**config.mk**
```make
export PLATFORM = sky130hd
export DESIGN_NAME = bpfa_ctrl
export DESIGN_NICKNAME = d
export VERILOG_FILES = /design/src/hdl/bpfa_pkg.sv /design/src/hdl/bpfa_ctrl.sv
export SDC_FILE = /design/constraint.sdc
export NUM_CORES = 1
export LEC_CHECK = 0
export ABC_AREA = 1
export BUFFER_PORTS_ARGS = -buffer_cell sky130_fd_sc_hd__buf_2
export CAP_MARGIN = 20
export CELL_PAD_IN_SITES_DETAIL_PLACEMENT = 1
export CELL_PAD_IN_SITES_GLOBAL_PLACEMENT = 1
export CORE_UTILIZATION = 27
export CTS_CLUSTER_DIAMETER = 40
export DETAILED_ROUTE_END_ITERATION = 7
export HOLD_SLACK_MARGIN = 0.15
export PLACE_DENSITY = 0.85
export SLEW_MARGIN = 25
export SYNTH_ARGS = -nofsm -noshare
export SYNTH_HDL_FRONTEND = slang
export SYNTH_SLANG_ARGS = --single-unit
```
**constraint.sdc**
```tcl
create_clock -name i_clk -period 1.3 [get_ports i_clk]
set_input_delay 0.13 -clock i_clk [delete_from_list [all_inputs] [get_ports i_clk]]
set_output_delay 0.13 -clock i_clk [all_outputs]
set_load 0.05 [all_outputs]
```
**src/hdl/bpfa_pkg.sv**
```systemverilog
// Package with shared types and constants of the bitmap page frame allocator.
package bpfa_pkg;

    localparam int DIR_ENTRIES = 1024;
    localparam int DIR_W = 10;
    localparam int PAGE_SHIFT = 12;
    localparam logic [31:0] PAGE_MASK = 32'hffff_f000;
    localparam logic [31:0] ENTRY_FLAGS = 32'h0000_0007;
    localparam logic [31:0] KERNEL_PHYS_RESET = 32'h0020_0000;

    localparam logic [2:0] CFG_KERNEL_PHYS_BASE = 3'd0;
    localparam logic [2:0] CFG_USER_PHYS_BASE = 3'd1;
    localparam logic [2:0] CFG_KERNEL_VIRT_BASE = 3'd2;
    localparam logic [2:0] CFG_USER_VIRT_BASE = 3'd3;
    localparam logic [2:0] CFG_KERNEL_POOL_PAGES = 3'd4;
    localparam logic [2:0] CFG_USER_POOL_PAGES = 3'd5;
    localparam logic [2:0] CFG_USER_VIRT_PAGES = 3'd6;

    typedef enum logic [2:0] {
        ST_OK = 3'd0,
        ST_NO_RUN = 3'd1,
        ST_NO_FRAME = 3'd2,
        ST_BAD_COUNT = 3'd3,
        ST_OUTSIDE = 3'd4,
        ST_NO_TABLE = 3'd5
    } t_status;

    typedef enum logic [1:0] {
        SK_VRUN,
        SK_DFRAME,
        SK_TFRAME
    } t_scan;

    typedef enum logic [3:0] {
        S_CLEAR,
        S_IDLE,
        S_DECODE,
        S_VSCAN,
        S_VSET,
        S_DSCAN,
        S_TREAD,
        S_TCHK,
        S_TSCAN,
        S_OUT
    } t_state;

    typedef struct packed {
        logic    clr;
        logic    load;
        logic    scan_start;
        t_scan   scan_kind;
        logic    vwr;
        logic    pg_clr;
        logic    pg_inc;
        logic    out_load;
        t_status out_st;
        logic    out_tc;
    } t_bpfa_cmd;

    typedef struct packed {
        logic clr_done;
        logic is_claim;
        logic claim_oob;
        logic bad_cnt;
        logic scan_found;
        logic scan_fail;
        logic vset_done;
        logic tpres_bit;
        logic out_last;
    } t_bpfa_stat;

endpackage

```
**src/hdl/bpfa_ctrl.sv**
```systemverilog
// Controller state machine of the bitmap page frame allocator.
module bpfa_ctrl (
    input  logic                i_clk,
    input  logic                i_rst_n,
    input  logic                i_valid,
    output logic                o_stall,
    output logic                o_valid,
    input  logic                i_stall,
    input  bpfa_pkg::t_bpfa_stat i_stat,
    output bpfa_pkg::t_bpfa_cmd  o_cmd
);
    import bpfa_pkg::*;

    t_state r_state, n_state;
    t_bpfa_cmd cmd;

    always_ff @(posedge i_clk) begin
        if (!i_rst_n) begin
            r_state <= S_CLEAR;
        end else begin
            r_state <= n_state;
        end
    end

    always_comb begin
        n_state = r_state;
        cmd = '0;
        cmd.scan_kind = SK_VRUN;
        cmd.out_st = ST_OK;
        case (r_state)
            S_CLEAR: begin
                cmd.clr = 1'b1;
                if (i_stat.clr_done) n_state = S_IDLE;
            end
            S_IDLE: begin
                if (i_valid) begin
                    cmd.load = 1'b1;
                    n_state = S_DECODE;
                end
            end
            S_DECODE: begin
                if (i_stat.is_claim) begin
                    if (i_stat.claim_oob) begin
                        cmd.out_load = 1'b1;
                        cmd.out_st = ST_OUTSIDE;
                        n_state = S_OUT;
                    end else begin
                        cmd.vwr = 1'b1;
                        cmd.pg_clr = 1'b1;
                        cmd.scan_start = 1'b1;
                        cmd.scan_kind = SK_DFRAME;
                        n_state = S_DSCAN;
                    end
                end else if (i_stat.bad_cnt) begin
                    cmd.out_load = 1'b1;
                    cmd.out_st = ST_BAD_COUNT;
                    n_state = S_OUT;
                end else begin
                    cmd.scan_start = 1'b1;
                    cmd.scan_kind = SK_VRUN;
                    n_state = S_VSCAN;
                end
            end
            S_VSCAN: begin
                if (i_stat.scan_found) begin
                    cmd.pg_clr = 1'b1;
                    n_state = S_VSET;
                end else if (i_stat.scan_fail) begin
                    cmd.out_load = 1'b1;
                    cmd.out_st = ST_NO_RUN;
                    n_state = S_OUT;
                end
            end
            S_VSET: begin
                cmd.vwr = 1'b1;
                if (i_stat.vset_done) begin
                    cmd.pg_clr = 1'b1;
                    cmd.scan_start = 1'b1;
                    cmd.scan_kind = SK_DFRAME;
                    n_state = S_DSCAN;
                end else begin
                    cmd.pg_inc = 1'b1;
                end
            end
            S_DSCAN: begin
                if (i_stat.scan_found) begin
                    n_state = S_TREAD;
                end else if (i_stat.scan_fail) begin
                    cmd.out_load = 1'b1;
                    cmd.out_st = ST_NO_FRAME;
                    n_state = S_OUT;
                end
            end
            S_TREAD: begin
                n_state = S_TCHK;
            end
            S_TCHK: begin
                if (i_stat.tpres_bit) begin
                    cmd.out_load = 1'b1;
                    cmd.out_st = ST_OK;
                    n_state = S_OUT;
                end else begin
                    cmd.scan_start = 1'b1;
                    cmd.scan_kind = SK_TFRAME;
                    n_state = S_TSCAN;
                end
            end
            S_TSCAN: begin
                if (i_stat.scan_found) begin
                    cmd.out_load = 1'b1;
                    cmd.out_st = ST_OK;
                    cmd.out_tc = 1'b1;
                    n_state = S_OUT;
                end else if (i_stat.scan_fail) begin
                    cmd.out_load = 1'b1;
                    cmd.out_st = ST_NO_TABLE;
                    n_state = S_OUT;
                end
            end
            S_OUT: begin
                if (!i_stall) begin
                    if (i_stat.out_last) begin
                        n_state = S_IDLE;
                    end else begin
                        cmd.pg_inc = 1'b1;
                        cmd.scan_start = 1'b1;
                        cmd.scan_kind = SK_DFRAME;
                        n_state = S_DSCAN;
                    end
                end
            end
            default: begin
                n_state = S_IDLE;
            end
        endcase
    end

    assign o_cmd = cmd;
    assign o_stall = (r_state != S_IDLE);
    assign o_valid = (r_state == S_OUT);

endmodule

```
==> results.toml, run 1 <==
[outcome]
status = "did not finish"
lastStage = "5_1_grt"
firstError = "[ERROR DPL-0033] detailed placement checks failed during check placement."

[clock_network]
cts_root_buf = "clkbuf_4"
max-clock-path-buffers = 2
cts_buffers = 3
htreeDepth = 1
clock_sinks = 4

[die]
die_h_um = 48.8
die_width_um = 48.8
ios = 28
start_util_pct = 29.5
num_rows = 16

[global_route]
grt_antenna_before_repair = 0
grt_max_degree = 7

[synth]
yosysWarnings = 0
ys_seq_area_share_pct = 13.6
netlist_area_um2 = 591
syn_avg_cell_area_um2 = 4.88
syn_inst = 121
syn_nets = 134
synth_top_cell_by_area = "nand2_1"
synth_seq_cells = 4
synth_top_area_share_pct = 23.5
synth_area_leaders = "nand2_1 24%, inv_1 16%, dfxtp_1 14%, nor2_1 12%, nand3_1 12%"
synthDistinctLibCells = 14

[placed_design]
gp_congestion = 0.881
hpwl_um = 2150
io_buffers = 27
dpl_cell_area_um2 = 990
pre_cts_slack_ns = -0.217

[sta]
worst-ep-kind = "primary output"
crit_endpoint = "o_cmd[10]"
per-stage QoR:
stage | std cells | TNS (ns) | utilization (%)
after floorplan | 121 | -1.11 | -
after global placement | 196 | -1.06 | 49.4
after detailed placement | 196 | -1.90 | 49.4
after CTS | 215 | -3.04 | 65.6
cells by family after synthesis:
| family | count (synthesis) | synth area share (%) |
|---|---|---|
| and+or+nand+nor | 81 | 60.8 |
| DFF | 4 | 13.6 |
| buffers and inverters | 25 | 15.9 |
| AOI/OAI and AO/OA | 11 | 9.75 |
timing repair:
item / in CTS
resized for setup: 58
pin swaps: 20
endpoints found under the hold margin: 1
hold buffers: 1
endpoints found under the setup margin: 19
setup buffers: 18
Yosys cell counts:
library cell	count
inv_1	25
nand3_1	14
a21oi_1	4
or2_1	1
or2_2	1
nor2_2	3
o21ai_0	6
nand3_2	2
nand2_1	37
dfxtp_1	4
nor2_1	19
nand3b_1	2
nand4_1	2
o211ai_1	1
==> run 2, diff against run 1 <==
--- a/config.mk
+++ b/config.mk
@@ -8,13 +8,10 @@
 export ABC_AREA = 1
 export BUFFER_PORTS_ARGS = -buffer_cell sky130_fd_sc_hd__buf_2
 export CAP_MARGIN = 20
-export CELL_PAD_IN_SITES_DETAIL_PLACEMENT = 1
-export CELL_PAD_IN_SITES_GLOBAL_PLACEMENT = 1
-export CORE_UTILIZATION = 27
-export CTS_CLUSTER_DIAMETER = 40
+export CORE_AREA = 2 2 63 65
 export DETAILED_ROUTE_END_ITERATION = 7
-export HOLD_SLACK_MARGIN = 0.15
-export PLACE_DENSITY = 0.85
+export DIE_AREA = 0 0 65 67
+export PLACE_DENSITY_LB_ADDON = 0.15
 export SLEW_MARGIN = 25
 export SYNTH_ARGS = -nofsm -noshare
 export SYNTH_HDL_FRONTEND = slang
==> run 2 against run 1 <==
Against the previous run: the flow now finishes, with violations (negative setup slack); synthesized cell count unchanged; area after synthesis stayed put.
==> results.toml, run 2 <==
[die]
num_rows = 22
die_width_um = 65
ios = 28
die_h_um = 67
start_util_pct = 16.4
fp.coreArea_um2 = 3610
dieArea_um2 = 4360

[cells_and_area]
layout.cells.non_filler = 237
antenna_cells = 0
largest_reg_flops = 4
reg_top3 = "r_state: 4 flops"
area_delta_synth_final_pct = 144
nets = 203
largest-register = "r_state"
fin_area_um2 = 1440
layout_common_cells = "31 x buf_4, 25 x nand2_1, 13 x inv_1, 13 x buf_2, 12 x buf_6"
multi_input_area_um2 = 587
seq_area_um2 = 95.1
nFillCells = 408
drive_gt1_share_pct = 64.0
final_common_cell = "buf_4"
final_core_util_pct = 40.0

[critical_path]
r2r-start = "r_state[0]"
start_kind = "flip-flop"
crit_path_max_fanout = 5
r2r_setup_slack_ns = -0.15
worstPathRequired_ns = 1.17
path_class = "reg2out"
worst_setup_path_end_kind = "output pin"
arrival_ns = 1.47
crit_start = "r_state[0]"

[synth]
synthAdderAreaFrac_pct = 0
syn_avg_cell_area_um2 = 4.88
synth_area_leaders = "nand2_1 24%, inv_1 16%, dfxtp_1 14%, nor2_1 12%, nand3_1 12%"
synthFlopType = "dfxtp_1"
synth_edf_count = 0
syn_nets = 134
synth_top_area_share_pct = 23.5
netlist_area_um2 = 591
yosysMostFrequentCell = "nand2_1"
synth_commonest_cells = "37 x nand2_1, 25 x inv_1, 19 x nor2_1"
ys_async_sr_fraction_pct = 0
yosysWarnings = 0
synthDistinctLibCells = 14
synth_seq_cells = 4
synth_top_cell_by_area = "nand2_1"
synth_xor_area_share_pct = 0
synth_top_family_by_area = "simple AND/OR/NAND/NOR gates"
synth_mux_area_share_pct = 0
syn_inst = 121
synth_compound_area_share_pct = 9.75
ys_seq_area_share_pct = 13.6
synth-simple-area-share_pct = 60.8

[sta]
setup_viol_count_final = 18
rsz0062_at_grt = "true"
finalCritPeriodShare_pct = 123
fmax_mhz = 626
slew_viol_final = 0
fin_ws_ns = -0.298
period_minus_slack_ns = 1.60
hold_ws_ns = 0.160
skew_ns = 0.00149
relSlewSlack_pct = 83.4
hold_viol = 0
worst_pin_slew_ns = 0.251
setup-tns-final_ns = -2.80

[worst_hold_path]
hp-start = "i_rst_n"
min_path_type = "in2reg"

[run]
drv_cap = 0

[clock_network]
clk_pin_slew_ns = 0.03
cts_root_buf = "clkbuf_8"
cts_tree = "done"
clock_sinks = 4
clock_latency_ns = 0.22
htreeDepth = 1
max-clock-path-buffers = 2
cts_hold_buf = 0
cts_buffers = 3

[detailed_routing]
drtPass1Iterations = 3
vias_per_cell = 4.03
drc = 0
ant_nets = 0
wl_per_cell_um = 10.1
drtIter0Drc = 24
wirelength_um = 2380
num_vias = 955

[placed_design]
pre_cts_slack_ns = -0.196
hpwl_um = 1980
dp.cells = 224
dpl_cell_area_um2 = 1070
gp_congestion = 0.835
io_buffers = 27

[power]
vdd_drop_max_uv = 902
pwr_density_cell_nw_per_um2 = 1270
total_power_mw = 1.83
leakage_nw = 0.771

[global_route]
first_global_vias = 891
grt_antenna_before_repair = 0
grt_max_degree = 7
grt_usage_pct = 11.2
grt_pass1_wl_um = 3760
grt-ovfl-total = 0

[outcome]
status = "finished with violations"
violations = "negative setup slack"
[run 2: cell counts after synthesis]
Identical to the previous run, type by type.
[run 2: cell type report]
class                           count  share of cell area (%)
Clock buffer                        4                    3.12
Inverter                           25                    7.19
Multi-Input combinational cell     92                    40.6
Sequential cell                     4                    6.59
Tap cell                           48                    4.16
Timing Repair Buffer               64                    38.3
[run 2: path summary, 6_finish.rpt]
path                            cells past startpoint         end
worst min-delay path                                3  r_state[0]
worst min register to register                      6  r_state[0]
worst max-delay path                                7   o_cmd[10]
worst max register to register                     11  r_state[0]
[run 2: layer usage]
layer / wire (µm) / GRT usage [%] / part of all wire (%)
met5: 0 / 0 / 0
met1: 1110 / 14.4 / 47
met3: 108 / 2.53 / 4.5
met4: 13 / 3.72 / 0.55
met2: 1150 / 18.4 / 48
[run 2: cell families (layout without fill, tap and decap cells)]
group           after synthesis  count (layout)
buf+inv                      25              93
simple gates                 81              81
compound gates               11              11
flops                         4               4
[run 2: critical path: stages (launching register included)]
cell and delay [ns]:
dfxtp_4 0.39, inv_4 0.05, nor2_4 0.11, nand3_2 0.08
or2_4 0.26, nand3_4 0.06, nand3b_1 0.13, buf_6 0.17
[run 2: report_power, final]
| group | switching (mW) | internal, mW |
|---|---|---|
| sequential | 0.0585 | 0.156 |
| clock | 0.0753 | 0.210 |
| combinational | 0.714 | 0.614 |
[run 2: what timing repair did]
item	in CTS	in global routing
buffers inserted	7	3
pin swaps	10	4
gates resized for setup	70	16
setup endpoints to repair	18	19
Note: power is estimated with default switching activity, not from simulation.
==> run 3, diff against run 2 <==
--- a/config.mk
+++ b/config.mk
@@ -9,6 +9,7 @@
 export BUFFER_PORTS_ARGS = -buffer_cell sky130_fd_sc_hd__buf_2
 export CAP_MARGIN = 20
 export CORE_AREA = 2 2 63 65
+export CTS_BUF_LIST = sky130_fd_sc_hd__clkbuf_4 sky130_fd_sc_hd__clkbuf_8
 export DETAILED_ROUTE_END_ITERATION = 7
 export DIE_AREA = 0 0 65 67
 export PLACE_DENSITY_LB_ADDON = 0.15
==> run 3 against run 2 <==
Against the previous run: the flow still finishes with violations (negative setup slack); die area stayed put; critical path depth stayed put; cell area is 4.2% higher; via count is 1.7% higher; sequential share of layout area is 0.27 points lower; register-to-register slack better by 0.05 ns; first-iteration DRC count stayed put; combinational power hardly changed; count of clock-buffer cells in the layout stayed put; final cell count is 0.42% higher; total power hardly changed; critical endpoint unchanged; largest power group unchanged.
==> results.toml, run 3 (same netlist as run 2, synthesis figures left out) <==
[detailed_routing]
drtIter0Drc = 24
wl_per_cell_um = 10.3
num_vias = 971
drc = 0
vias_per_cell = 4.08
wirelength_um = 2450
ant_nets = 0
drtPass1Iterations = 4

[cells_and_area]
nFillCells = 402
largest_reg_flops = 4
reg_top3 = "r_state: 4 flops"
antenna_cells = 0
final_common_cell = "buf_4"
largest-register = "r_state"
area_delta_synth_final_pct = 155
drive_gt1_share_pct = 65.8
layout_common_cells = "28 x buf_4, 25 x nand2_1, 16 x buf_6, 14 x inv_1, 12 x buf_2"
nets = 204

[global_route]
grt-ovfl-total = 0
first_global_vias = 913
grt_pass1_wl_um = 3910
grt_usage_pct = 11.6
grt_antenna_before_repair = 0
grt_max_degree = 7

[power]
total_power_mw = 1.83
leakage_nw = 0.824
pwr_density_cell_nw_per_um2 = 1210
vdd_drop_max_uv = 871

[outcome]
status = "finished with violations"
violations = "negative setup slack"

[die]
ios = 28
die_h_um = 67
num_rows = 22
dieArea_um2 = 4360
start_util_pct = 16.4
fp.coreArea_um2 = 3610
die_width_um = 65

[run]
drv_cap = 0

[placed_design]
io_buffers = 27
gp_congestion = 0.835
hpwl_um = 1980

[clock_network]
clk_pin_slew_ns = 0.03
clock_sinks = 4
cts_buffers = 3
cts_hold_buf = 0
max-clock-path-buffers = 2
cts_root_buf = "clkbuf_8"
htreeDepth = 1
cts_tree = "done"
clock_latency_ns = 0.22

[sta]
finalCritPeriodShare_pct = 124
worst_pin_slew_ns = 0.208
fmax_mhz = 619
setup-tns-final_ns = -2.63
relSlewSlack_pct = 86.0
skew_ns = 0.00120
setup_viol_count_final = 18
period_minus_slack_ns = 1.61
slew_viol_final = 0
hold_viol = 0
fin_ws_ns = -0.315
rsz0062_at_grt = "true"

[critical_path]
start_kind = "flip-flop"
arrival_ns = 1.48
r2r_cells = 11
crit_path_max_fanout = 5
path_class = "reg2out"
worstPathRequired_ns = 1.17
worst_setup_path_end_kind = "output pin"
r2r-start = "r_state[0]"
crit_start = "r_state[0]"

[worst_hold_path]
hp-start = "i_rst_n"
hold_depth = 3
min_path_type = "in2reg"
-- run 3: cell count changes in the layout (fill, tap and decap cells not counted), sizes merged --
cell  delta
buf      +1
-- run 3: repair_timing --
action                                  CTS  global route
resized for setup                        73            25
buffers inserted                          8             3
endpoints found under the setup margin   18            19
pin swaps                                14             3
gates cloned                              0             0
-- run 3: layout make-up --
class	count	area [µm²]	share of cell area, %
clock buffer	4	48.8	3.24
inverter	25	104	6.90
multi-input combinational	92	612	40.6
sequential	4	95.1	6.32
tap	48	60.1	3.99
timing repair buffer	65	586	38.9
-- run 3: critical path: stages, from the launching register on --
cell,delay [ns]
dfxtp_4,0.40
inv_4,0.05
nor2_4,0.11
nand3_2,0.09
or2_4,0.25
nand3_4,0.06
nand3b_1,0.13
buf_6,0.17
-- run 3: power by group --
| group | switching, mW | internal, mW |
|---|---|---|
| clock | 0.0753 | 0.231 |
| combinational | 0.713 | 0.592 |
| sequential | 0.0593 | 0.156 |
| total | 0.848 | 0.980 |
-- run 3: worst paths after layout --
path,endpoint,slack [ns]
worst max-delay path,o_cmd[10],-0.31
worst min-delay path,r_state[0],0.16
worst max register to register,r_state[0],-0.10
worst min register to register,r_state[0],0.81
-- run 3: per-layer routing --
layer | vias up | share of wire (%) | global-route usage [%]
met4 | 0 | 0.53 | 3.19
met3 | 4 | 4.9 | 2.36
met5 | - | 0 | 0
li1 | 521 | - | -
met2 | 25 | 50 | 19.8
met1 | 421 | 44 | 14.8
-- run 3: per-stage QoR --
stage	instance area (µm²)	util, %	instances	hold WS, ns	setup WS [ns]
CTS	1390	38.6	235	0.154	-0.289
global route	1510	41.7	238	0.167	-0.378
floorplan	663	-	121	0.266	-0.341
finish	1510	41.7	238	0.155	-0.315
detailed placement	1070	29.6	224	0.390	-0.196
global placement	1070	29.6	224	0.392	-0.192
